## src/rtl/kwsp_pkg.sv

```systemverilog
// Shared types, constants and keyword tables for the whole-word keyword spotter.
`timescale 1ns / 1ps

package kwsp_pkg;

    // Text geometry and counter limits.
    localparam int TEXT_LEN  = 256;
    localparam int MAX_COUNT = 15;
    localparam int POS_W     = $clog2(TEXT_LEN);
    localparam int CNT_W     = $clog2(MAX_COUNT + 1);
    localparam logic [POS_W-1:0] POS_MAX = POS_W'(TEXT_LEN - 1);
    localparam logic [CNT_W-1:0] CNT_MAX = CNT_W'(MAX_COUNT);

    // Keywords.
    localparam int NUM_KW = 3;
    localparam logic [1:0] KW_ATTACK  = 2'd0;
    localparam logic [1:0] KW_MALWARE = 2'd1;
    localparam logic [1:0] KW_VIRUS   = 2'd2;

    localparam logic [3:0] CIW_MAX = 4'd15;

    localparam logic [3:0] KW_LEN [NUM_KW] = '{4'd6, 4'd7, 4'd5};

    localparam logic [7:0] KW_TEXT [NUM_KW][8] = '{
        '{8'h41, 8'h54, 8'h54, 8'h41, 8'h43, 8'h4B, 8'h00, 8'h00},  // ATTACK
        '{8'h4D, 8'h41, 8'h4C, 8'h57, 8'h41, 8'h52, 8'h45, 8'h00},  // MALWARE
        '{8'h56, 8'h49, 8'h52, 8'h55, 8'h53, 8'h00, 8'h00, 8'h00}   // VIRUS
    };

    // Special characters.
    localparam logic [7:0] CHAR_NUL   = 8'h00;
    localparam logic [7:0] CHAR_SPACE = 8'h20;
    localparam logic [7:0] CHAR_DOT   = 8'h2E;
    localparam logic [7:0] CHAR_EXCL  = 8'h21;
    localparam logic [7:0] CHAR_QUERY = 8'h3F;

    // Event kinds.
    localparam logic EV_MATCH   = 1'b0;
    localparam logic EV_SUMMARY = 1'b1;

    // Result queue geometry.
    localparam int FIFO_DEPTH = 4;
    localparam int QPTR_W     = $clog2(FIFO_DEPTH);
    localparam int QCNT_W     = $clog2(FIFO_DEPTH + 1);

    typedef struct packed {
        logic       event_kind;
        logic [1:0] keyword_index;
        logic [7:0] start_position;
        logic [3:0] occurrence;
        logic       none_found;
        logic       last_of_run;
    } t_result;

    // Results raised by one byte: num is 0, 1 or 2, first is taken before second.
    typedef struct packed {
        logic [1:0] num;
        t_result    first;
        t_result    second;
    } t_push;

    typedef struct packed {
        logic [QCNT_W-1:0] count;
    } t_queue_status;

endpackage

```

## src/rtl/whole_word_keyword_spotter_core.sv

```systemverilog
// Top level of the whole-word keyword spotter: handshakes, matcher and result queue.
`timescale 1ns / 1ps

// The core takes one text byte per cycle and reports every whole word equal to
// ATTACK, MALWARE or VIRUS (case-sensitive; space, period, exclamation mark and
// question mark end a word) as a match result carrying the keyword, the start
// position of the word and the running count of that keyword. A zero byte ends
// the text: it closes the last word, adds a summary result that says whether
// any keyword was seen, and returns the matcher to its reset state. Each byte is
// handled in the cycle it is accepted, and results pass through a four-entry
// queue that is drained at one result per cycle while the receiver does not
// stall. A zero byte that completes a keyword raises two results, and the input
// stall is raised whenever the queue holds fewer than two free entries, so a
// request can be accepted on every clock, one byte per cycle, while the output
// side keeps up. The results of a byte are registered in the queue, in order.

module whole_word_keyword_spotter_core (
    input  logic       i_clk,
    input  logic       i_rst_n,
    input  logic       i_valid,
    output logic       o_stall,
    input  logic [7:0] i_text_byte,
    output logic       o_valid,
    input  logic       i_stall,
    output logic       o_event_kind,
    output logic [1:0] o_keyword_index,
    output logic [7:0] o_start_position,
    output logic [3:0] o_occurrence,
    output logic       o_none_found,
    output logic       o_last_of_run
);
    import kwsp_pkg::*;

    logic          accept;
    logic          pop;
    t_push         push;
    t_result       head;
    t_queue_status qstat;

    // Stall while a byte could raise more results than the queue has room for.
    assign o_stall = (qstat.count > QCNT_W'(FIFO_DEPTH - 2));
    assign accept  = i_valid && !o_stall;

    assign o_valid = (qstat.count != '0);
    assign pop     = o_valid && !i_stall;

    kwsp_matcher u_matcher (
        .i_clk       (i_clk),
        .i_rst_n     (i_rst_n),
        .i_accept    (accept),
        .i_text_byte (i_text_byte),
        .o_push      (push)
    );

    kwsp_result_queue u_queue (
        .i_clk    (i_clk),
        .i_rst_n  (i_rst_n),
        .i_push   (push),
        .i_pop    (pop),
        .o_head   (head),
        .o_status (qstat)
    );

    assign o_event_kind     = head.event_kind;
    assign o_keyword_index  = head.keyword_index;
    assign o_start_position = head.start_position;
    assign o_occurrence     = head.occurrence;
    assign o_none_found     = head.none_found;
    assign o_last_of_run    = head.last_of_run;

`ifndef SYNTHESIS
    // The queue never holds more results than it has entries.
    a_queue_bound: assert property (@(posedge i_clk) disable iff (!i_rst_n)
        qstat.count <= QCNT_W'(FIFO_DEPTH))
        else $error("result queue overfilled");

    // An accepted end-of-text byte always leaves at least a summary waiting.
    a_zero_gives_result: assert property (@(posedge i_clk) disable iff (!i_rst_n)
        (accept && (i_text_byte == CHAR_NUL)) |=> o_valid)
        else $error("end of text produced no result");

    // A result that is not the last of its byte is always a match event.
    a_first_is_match: assert property (@(posedge i_clk) disable iff (!i_rst_n)
        (o_valid && !o_last_of_run) |-> (o_event_kind == EV_MATCH))
        else $error("summary result not marked last");
`endif

endmodule

```

## src/rtl/kwsp_result_queue.sv

```systemverilog
// Four-entry result queue that takes up to two results per cycle and gives one.
`timescale 1ns / 1ps

module kwsp_result_queue (
    input  logic                    i_clk,
    input  logic                    i_rst_n,
    input  kwsp_pkg::t_push         i_push,
    input  logic                    i_pop,
    output kwsp_pkg::t_result       o_head,
    output kwsp_pkg::t_queue_status o_status
);
    import kwsp_pkg::*;

    t_result           r_mem [FIFO_DEPTH];
    logic [QPTR_W-1:0] r_wr;
    logic [QPTR_W-1:0] r_rd;
    logic [QCNT_W-1:0] r_count;
    logic [QPTR_W-1:0] wr_next;

    assign wr_next = r_wr + QPTR_W'(1);

    always_ff @(posedge i_clk) begin
        if (i_push.num != 2'd0) begin
            r_mem[r_wr] <= i_push.first;
        end
        if (i_push.num == 2'd2) begin
            r_mem[wr_next] <= i_push.second;
        end
    end

    always_ff @(posedge i_clk) begin
        if (!i_rst_n) begin
            r_wr    <= '0;
            r_rd    <= '0;
            r_count <= '0;
        end else begin
            r_wr    <= r_wr + QPTR_W'(i_push.num);
            r_rd    <= r_rd + QPTR_W'(i_pop);
            r_count <= r_count + QCNT_W'(i_push.num) - QCNT_W'(i_pop);
        end
    end

    assign o_head         = r_mem[r_rd];
    assign o_status.count = r_count;

endmodule

```

## src/rtl/kwsp_matcher.sv

```systemverilog
// Word tracking state, keyword comparison and result formation for one byte.
`timescale 1ns / 1ps

module kwsp_matcher (
    input  logic            i_clk,
    input  logic            i_rst_n,
    input  logic            i_accept,
    input  logic [7:0]      i_text_byte,
    output kwsp_pkg::t_push o_push
);
    import kwsp_pkg::*;

    logic [POS_W-1:0] r_byte_position, n_byte_position;
    logic [POS_W-1:0] r_word_start,    n_word_start;
    logic [3:0]       r_char_in_word,  n_char_in_word;
    logic [NUM_KW-1:0] r_match_alive,  n_match_alive;
    logic [CNT_W-1:0] r_counts [NUM_KW];
    logic [CNT_W-1:0] n_counts [NUM_KW];
    logic             r_word_overflow, n_word_overflow;

    logic              is_zero;
    logic              is_end;
    logic [NUM_KW-1:0] hit;
    logic              found;
    logic [1:0]        hit_idx;
    logic              none;
    t_result           match_res;
    t_result           summary_res;

    always_comb begin
        n_byte_position = r_byte_position;
        n_word_start    = r_word_start;
        n_char_in_word  = r_char_in_word;
        n_match_alive   = r_match_alive;
        n_word_overflow = r_word_overflow;
        for (int k = 0; k < NUM_KW; k++) begin
            n_counts[k] = r_counts[k];
        end

        is_zero = (i_text_byte == CHAR_NUL);
        is_end  = is_zero || (i_text_byte == CHAR_SPACE) || (i_text_byte == CHAR_DOT)
                  || (i_text_byte == CHAR_EXCL) || (i_text_byte == CHAR_QUERY);

        for (int k = 0; k < NUM_KW; k++) begin
            hit[k] = r_match_alive[k] && !r_word_overflow && (r_char_in_word == KW_LEN[k]);
        end
        found = |hit;
        priority if (hit[0]) begin
            hit_idx = KW_ATTACK;
        end else if (hit[1]) begin
            hit_idx = KW_MALWARE;
        end else begin
            hit_idx = KW_VIRUS;
        end

        if (is_end && found && (r_counts[hit_idx] < CNT_MAX)) begin
            n_counts[hit_idx] = r_counts[hit_idx] + CNT_W'(1);
        end

        none = 1'b1;
        for (int k = 0; k < NUM_KW; k++) begin
            if (n_counts[k] != '0) begin
                none = 1'b0;
            end
        end

        match_res.event_kind     = EV_MATCH;
        match_res.keyword_index  = hit_idx;
        match_res.start_position = 8'(r_word_start);
        match_res.occurrence     = 4'(n_counts[hit_idx]);
        match_res.none_found     = 1'b0;
        match_res.last_of_run    = !is_zero;

        summary_res.event_kind     = EV_SUMMARY;
        summary_res.keyword_index  = KW_ATTACK;
        summary_res.start_position = 8'd0;
        summary_res.occurrence     = 4'd0;
        summary_res.none_found     = none;
        summary_res.last_of_run    = 1'b1;

        o_push.num    = 2'd0;
        o_push.first  = summary_res;
        o_push.second = summary_res;
        if (i_accept && is_end) begin
            if (found) begin
                o_push.first = match_res;
                o_push.num   = is_zero ? 2'd2 : 2'd1;
            end else if (is_zero) begin
                o_push.num = 2'd1;
            end
        end

        if (is_end) begin
            n_char_in_word  = 4'd0;
            n_match_alive   = '1;
            n_word_overflow = 1'b0;
        end else begin
            if (r_char_in_word == 4'd0 && !r_word_overflow) begin
                n_word_start = r_byte_position;
            end
            for (int k = 0; k < NUM_KW; k++) begin
                if ((r_char_in_word >= KW_LEN[k]) ||
                    (KW_TEXT[k][r_char_in_word[2:0]] != i_text_byte)) begin
                    n_match_alive[k] = 1'b0;
                end
            end
            if (r_char_in_word >= CIW_MAX) begin
                n_word_overflow = 1'b1;
            end else begin
                n_char_in_word = r_char_in_word + 4'd1;
            end
        end

        if (is_zero) begin
            // End of text: everything returns to its reset value.
            n_byte_position = '0;
            n_word_start    = '0;
            for (int k = 0; k < NUM_KW; k++) begin
                n_counts[k] = '0;
            end
        end else if (r_byte_position != POS_MAX) begin
            n_byte_position = r_byte_position + POS_W'(1);
        end
    end

    always_ff @(posedge i_clk) begin
        if (!i_rst_n) begin
            r_byte_position <= '0;
            r_word_start    <= '0;
            r_char_in_word  <= '0;
            r_match_alive   <= '1;
            r_word_overflow <= 1'b0;
            for (int k = 0; k < NUM_KW; k++) begin
                r_counts[k] <= '0;
            end
        end else if (i_accept) begin
            r_byte_position <= n_byte_position;
            r_word_start    <= n_word_start;
            r_char_in_word  <= n_char_in_word;
            r_match_alive   <= n_match_alive;
            r_word_overflow <= n_word_overflow;
            for (int k = 0; k < NUM_KW; k++) begin
                r_counts[k] <= n_counts[k];
            end
        end
    end

endmodule

```

## config.mk

```make
export PLATFORM = sky130hd
export DESIGN_NAME = whole_word_keyword_spotter_core
export DESIGN_NICKNAME = d
export VERILOG_FILES = /design/src/rtl/kwsp_pkg.sv /design/src/rtl/whole_word_keyword_spotter_core.sv /design/src/rtl/kwsp_result_queue.sv /design/src/rtl/kwsp_matcher.sv
export SDC_FILE = /design/constraint.sdc
export NUM_CORES = 1
export LEC_CHECK = 0
export ABC_AREA = 1
export CAP_MARGIN = 25
export CELL_PAD_IN_SITES_DETAIL_PLACEMENT = 0
export CELL_PAD_IN_SITES_GLOBAL_PLACEMENT = 1
export CORE_MARGIN = 10
export CORE_UTILIZATION = 51
export CTS_CLUSTER_DIAMETER = 80
export DETAILED_ROUTE_END_ITERATION = 8
export DONT_BUFFER_PORTS = 1
export PLACE_DENSITY_LB_ADDON = 0.1
export SYNTH_ARGS = -nofsm -noshare
export SYNTH_HDL_FRONTEND = slang
export SYNTH_SLANG_ARGS = --single-unit
```

## constraint.sdc

```tcl
create_clock -name i_clk -period 4.6 [get_ports i_clk]
set_input_delay 0.46 -clock i_clk [delete_from_list [all_inputs] [get_ports i_clk]]
set_output_delay 0.46 -clock i_clk [all_outputs]
set_load 0.01 [all_outputs]
```

# After elaboration in Yosys (flattened, before gate mapping)
# Memory sizes are Yosys's and may differ from the RTL's. A register that Yosys moved wholly into a read port is not among the register bits.
# Index checks and enable logic that the tools add are counted.
[totals] register_bits=31 mem_bits_rw=80 mem_bits_ro=192 input_bits=12 out_inout_bits=19 word_cells=145 n_memories=5
[memory_table] memory="u_queue.r_mem" words=4 width=17 rd=1 rd_ports_with_merged_regs=1 write_ports=2 line="kwsp_result_queue.sv:14" rtl="t_result r_mem [FIFO_DEPTH];"
[memory_table] memory="(name not given)" words=8 width=8 rd=1 rd_ports_with_merged_regs=0 write_ports=0 line="kwsp_matcher.sv:103" rtl="(KW_TEXT[k][r_char_in_word[2:0]] != i_text_byte)) begin"
[memory_table] memory="(name not given)" words=8 width=8 rd=1 rd_ports_with_merged_regs=0 write_ports=0 line="kwsp_matcher.sv:103"
[memory_table] memory="(name not given)" words=8 width=8 rd=1 rd_ports_with_merged_regs=0 write_ports=0 line="kwsp_matcher.sv:103"
[memory_table] memory="u_matcher.r_counts" words=3 width=4 rd=4 rd_ports_with_merged_regs=0 write_ports=3 line="kwsp_matcher.sv:17" rtl="logic [CNT_W-1:0] r_counts [NUM_KW];"
[op_classes] addsub=8 magnitude_cmp=9 eq_ne=14 n_mux=49 bitwise_logic=5 reduce_logical=45
[op_table] operator="two-way mux 8 bit" n=11
[op_table] operator="equality test 8 x 6 -> 1 bit (second input constant)" n=4
[op_table] operator="two-way mux 4 bit" n=8
[op_table] operator="two-way mux 12 bit" n=2
[op_table] operator="inequality test 8 bit" n=3
[op_table] operator="two-way mux 19 bit" n=1
[op_table] operator="two-way mux 1 bit" n=17
[op_table] operator="two-way mux 17 bit" n=1
[op_table] operator="nonzero test 2 bit" n=7
[op_table] operator="logical AND 1 bit" n=13
[op_table] operator="bitwise mux 12 bit" n=1
[op_table] operator="equality test 4 x 3 -> 1 bit (second input constant)" n=3
[op_table] operator=">= comparator 4 x 3 -> 1 bit (second input constant)" n=3
[op_table] operator="AND reduction 2 bit" n=6
[op_table] operator="nonzero test 4 bit" n=3
[op_table] operator="two-way mux 2 bit" n=5
[op_table] operator="adder 4 x 1 -> 4 bit (second input constant)" n=2
[op_table] operator="adder 8 x 1 -> 8 bit (second input constant)" n=1
[op_table] operator="binary-select mux 4 bit (select 2 bit)" n=1
[op_table] operator="demux 4 bit (select 2 bit)" n=1
[op_table] operator=">= comparator 4 bit (second input constant)" n=2
[op_table] operator="zero test 8 bit" n=1
[op_table] operator="inequality test 8 bit (second input constant)" n=1
[op_table] operator="logical OR 1 bit" n=7
[op_table] operator="other kinds (20)" n=26

# Depth between registers and ports, before layout
[logic_depth] word_depth=21 ltp_mapped=18 mapped_depth_nobuf=18

# Hierarchy
# A second synthesis with hierarchy kept.
[hier_totals] hier_cells=885 hier_area_um2=7011.7
[by_module_without_submodules] mod="kwsp_result_queue" n_inst=1 cells_each=424 area_per_inst_um2=4110.2 seq_area_each_um2=2182.1
[by_module_without_submodules] mod="kwsp_matcher" n_inst=1 cells_each=452 area_per_inst_um2=2855.2 seq_area_each_um2=840.8
[by_module_without_submodules] mod="whole_word_keyword_spotter_core" n_inst=1 cells_each=9 area_per_inst_um2=46.3 seq_area_each_um2=0.0

# Worst setup path before layout
# No wires, ideal clock.
[synth_path] kind="flip-flop to flip-flop" startpoint="register u_matcher.r_char_in_word[0]" endpoint="register u_queue.r_count[2], in the netlist u_queue.o_status[2]" setup_time_ps=128 arrival_time_ps=2569 required_time_ps=4472 setup_slack_ps=1904 path_stages_with_launch=17 n_path_buf=0 period_less_slack_ps=2696 path_cell_list="dfxtp_1 > ha_1 > nand2_2 > nor2_2 > nand2_2 > nand2_4 > inv_4 > nand2_4 > ha_1 > inv_1 > nor2_8 > inv_1 > ha_1 > fa_1 > xor2_1 > inv_1 > nor2_1"
[synth_via] elab_chain_cells=7 elab_cells_between_ends=11 classes_between="2 x add/sub; 3 x eq/ne; 2 x mux; 4 x reduce/logical"
[synth_lines] item="start: declaration" line="kwsp_matcher.sv:15" rtl="logic [3:0] r_char_in_word, n_char_in_word;"
[synth_lines] item="start signal: assignment" line="kwsp_matcher.sv:139" rtl="r_char_in_word <= n_char_in_word;"
[synth_lines] item="equality test 4 x 3 -> 1 bit" line="kwsp_matcher.sv:45" rtl="hit[k] = r_match_alive[k] && !r_word_overflow && (r_char_in_word == KW_LEN[k]);"
[synth_lines] item="logical AND 1 bit" line="kwsp_matcher.sv:45"
[synth_lines] item="OR reduction 3 bit (*)" line="kwsp_matcher.sv:47" rtl="found = |hit;"
[synth_lines] item="two-way mux 2 bit (*)" line="kwsp_matcher.sv:85" rtl="if (found) begin"
[synth_lines] item="two-way mux 19 bit (*)" line="kwsp_matcher.sv:84" rtl="if (i_accept && is_end) begin"
[synth_lines] item="adder 3 x 2 -> 3 bit (*)" line="kwsp_result_queue.sv:39" rtl="r_count <= r_count + QCNT_W'(i_push.num) - QCNT_W'(i_pop);"
[synth_lines] item="subtractor 3 x 1 -> 3 bit (*)" line="kwsp_result_queue.sv:39"
[synth_lines] item="end signal: assignment" line="kwsp_result_queue.sv:39"
[synth_lines] item="end: declaration" line="kwsp_result_queue.sv:17" rtl="logic [QCNT_W-1:0] r_count;"
# Mark *: on every way between the ends. The rest lies on a longest branch, timed or not.
# A chain may end at the register's enable or synchronous reset.

# Final worst setup path
[layout_path] startpoint="register u_matcher.r_char_in_word[2]" endpoint="register u_queue.r_count[2], in the netlist u_queue.o_status[2]"
# Same word-level chain as after synthesis.

==> flow_summary_export.csv <==
group,metric,value,unit
outcome,status,"complete, no violations",
global_route,grt_pass1_wl,24700,um
timing,final_hold_viol_count,0,
setup_path,critPathKind,"reg2reg",
pwr,p_sw_frac,0.360,
timing,rsz0062_at_grt,"no",
pwr,p_sw,0.926,mW
setup_path,crit_family,"adder cells",
routing,drtIter0Drc,327,
place,io_buffers,0,
timing,finClkSkew,0.00787,ns
timing,setup_tns,0,ns
pwr,irDropWorstVdd,0.295,mV
pwr,p_comb_frac,0.277,
timing,fin_crit_sh,0.683,
synth,synth_top_area_cell,"dfxtp_1",
clock_tree,cts-root-buf,"clkbuf_16",
run,maxCapViolCount,0,
clock_tree,cts.sinks,111,
pwr,powerDensity,401,nW/um2
setup_path,crit_path_max_incr_delay,0.60,ns
setup_path,cp.required,4.83,ns
synth,ys.flop_type,"dfxtp_1",
routing,routed_wl,15200,um
cells_and_area,final-instance-count-excl-fill,942,
place,preCtsSetupSlack,1.48,ns
routing,avgViaCountPerCell,5.46,
cells_and_area,nets,823,
setup_path,worstSetupEndpointType,"flip-flop",
global_route,overflow,0,
global_route,busiest_layer,"met2",
clock_tree,clk-insertion-delay-late,0.36,ns
cells_and_area,layout-drive-gt1-share,0.130,
pwr,p_seq_frac,0.424,
setup_path,critPathLaunchType,"flip-flop",
timing,fin_crit,3.14,ns
synth,yosysUniqueCellTypes,48,
timing,hold_ws,0.192,ns
cells_and_area,diodes,0,
cells_and_area,syn_to_final_growth,5.11,%
clock_tree,cts_tree,"yes",
clock_tree,clock_path_buffers,2,
timing,setup_viol,0,
global_route,grt_start_max_net_pins,36,
cells_and_area,layout_commonest_cell,"nand2_1",
routing,wl_per_cell,16.1,um
clock_tree,cts_hold_buffers,0,
global_route,met1_usage,0.250,
timing,maxSlewHeadroom,0.343,
floorplanning,num_rows,39,
synth,yosys_warnings,0,
clock_tree,cts_htree_levels,3,
synth,synth_edf_count,16,
synth,syn-instance-count,808,
pwr,power.total,2.57,mW
clock_tree,cts_made_buffers,9,
floorplanning,initial_utilization,0.527,
synth,synth-async-reset-ratio,0,
place,placedCellCount,926,
routing,drtAntennaViolNets,0,
setup_path,cp_common_cell,"inv_1",
clock_tree,cts_resized,0,
global_route,track_usage,0.185,
setup_path,cpMaxStageDelayCell,"dfxtp_1",
clock_tree,cts_setup_buffers,0,
timing,worst_pin_slew,0.984,ns
setup_path,cp_data_arrival_time,3.37,ns
global_route,grt_util_met2,0.284,
timing,fmax,318,MHz
routing,via_count,5146,
floorplanning,die_h,129,um
worst_hold_path,hold_path_class,"in2reg",
timing,setup_ws,1.46,ns
pwr,power_leakage,2.76,nW
routing,drtPass1Iterations,5,
timing,slew_viol_final,0,
global_route,grt_pass1_vias,4787,
setup_path,path_cells,"inv_2 > nor2_4 > nand3_4 > nand2_4 > inv_4 > nand2_4 > ha_1 > inv_1 > nor2_8 > inv_1 > ha_1 > fa_1 > xor2_1 > inv_1 > nor2_1",
synth,synth_area,6100,um2
pwr,p_int,1.64,mW
synth,netlist.area_leader.share,0.312,
cells_and_area,final_cell_mix,"nand2_1, dfxtp_1, nor2_1",
routing,drc,0,
floorplanning,ioPinCount,31,
synth,synthesis.nets,837,
global_route,antenna_found_initial,0,
synth,synth.area.top_cells,"dfxtp_1, nand2_1, edfxtp_1, nor2_1, o21ai_0",
clock_tree,clk_pin_slew,0.08,ns
floorplanning,die_w,129,um
setup_path,crit_buf_inv,5,
global_route,grt_util_met3,0.0477,
synth,ys_seq_area_frac,0.391,
floorplanning,core_area,11600,um2
synth,syn_area_per_cell,7.54,um2
place,dp_hpwl,11000,um
pwr,p_clk_frac,0.299,
synth,ys_ff_latch,111,
place,gp_congestion,0.905,
floorplanning,die_area,16700,um2
setup_path,crit_path_max_fanout,13,
## power groups by stage
| stage | Combinational [mW] | Clock [mW] | Sequential [mW] |
|---|---|---|---|
| CTS | 0.718 | 0.780 | 1.09 |
| global placement | 0.703 | 0 | 1.11 |
| global route | 0.808 | 0.821 | 1.10 |
| floorplan | 0.560 | 0 | 1.09 |
| finish | 0.711 | 0.768 | 1.09 |
| detailed placement | 0.712 | 0 | 1.11 |
## registers in the layout, indices dropped and copies added (netlist names), 2 cells and up
name	count
u_matcher.r_word_start	8
u_queue.o_status	3
u_queue.r_rd	2
u_matcher.r_counts	12
u_queue.r_mem	68
u_matcher.r_match_alive	3
u_matcher.r_byte_position	8
u_queue.r_wr	2
u_matcher.r_char_in_word	4
## logic make-up (layout without fill, tap and decap cells)
family / after synthesis / in the layout / synth area share
buf+inv: 105 / 96 / 0.0782
compound gates: 152 / 152 / 0.136
flops: 111 / 111 / 0.391
xor+xnor: 12 / 12 / 0.0172
simple gates: 411 / 411 / 0.342
fa+ha+maj: 17 / 17 / 0.0361
## layer usage
metal	share of wire	wire length (um)
met1	0.47	7120
met2	0.45	6850
met3	0.065	983
met4	0.015	235
met5	0	0
## area by class of cell
| cell class | instances | area, um2 |
|---|---|---|
| clock buffer | 10 | 239 |
| clock inverter | 6 | 52.6 |
| fill | 1138 | 5160 |
| inverter | 78 | 303 |
| multi-input combinational | 592 | 3240 |
| sequential | 111 | 2380 |
| tap | 143 | 179 |
| timing repair buffer | 2 | 15.0 |
## synth_stat cells (2+ instances only)
library cell / count
nand2_1: 212
dfxtp_1: 95
nor2_1: 77
inv_1: 56
o21ai_0: 52
nand3_1: 38
o21ai_1: 38
a21oi_1: 29
inv_2: 19
o22ai_1: 18
edfxtp_1: 16
ha_1: 16
clkbuf_1: 15
nand4_1: 12
nor2_2: 10
nor2_4: 10
buf_6: 9
nand2_2: 9
nand3_2: 9
xor2_1: 8
nor2_8: 7
nand2_4: 6
nand3_4: 5
a211oi_1: 4
nor3_1: 4
or2_2: 4
xnor2_1: 4
and3_1: 2
inv_4: 2
nor3_2: 2
nor4_1: 2
o31ai_1: 2
## path summary, 6_finish.rpt
check / startpoint / end / slack (ns) / cells past startpoint
max: u_matcher.r_char_in_word[2] / u_queue.o_status[2] / 1.46 / 15
min: i_rst_n / u_queue.r_wr[0] / 0.19 / 2
min reg2reg: u_matcher.r_match_alive[0] / u_matcher.r_match_alive[0] / 0.45 / 2
max reg2reg: u_matcher.r_char_in_word[2] / u_queue.o_status[2] / 1.46 / 15
## stage by stage
step / cell area [um2] / util
finish: 6410 / 0.554
global route: 6410 / 0.554
CTS: 6410 / 0.554
detailed placement: 6120 / 0.529
global placement: 6120 / 0.529
floorplan: 6100 / -
Power figures use the tool's default switching activity.
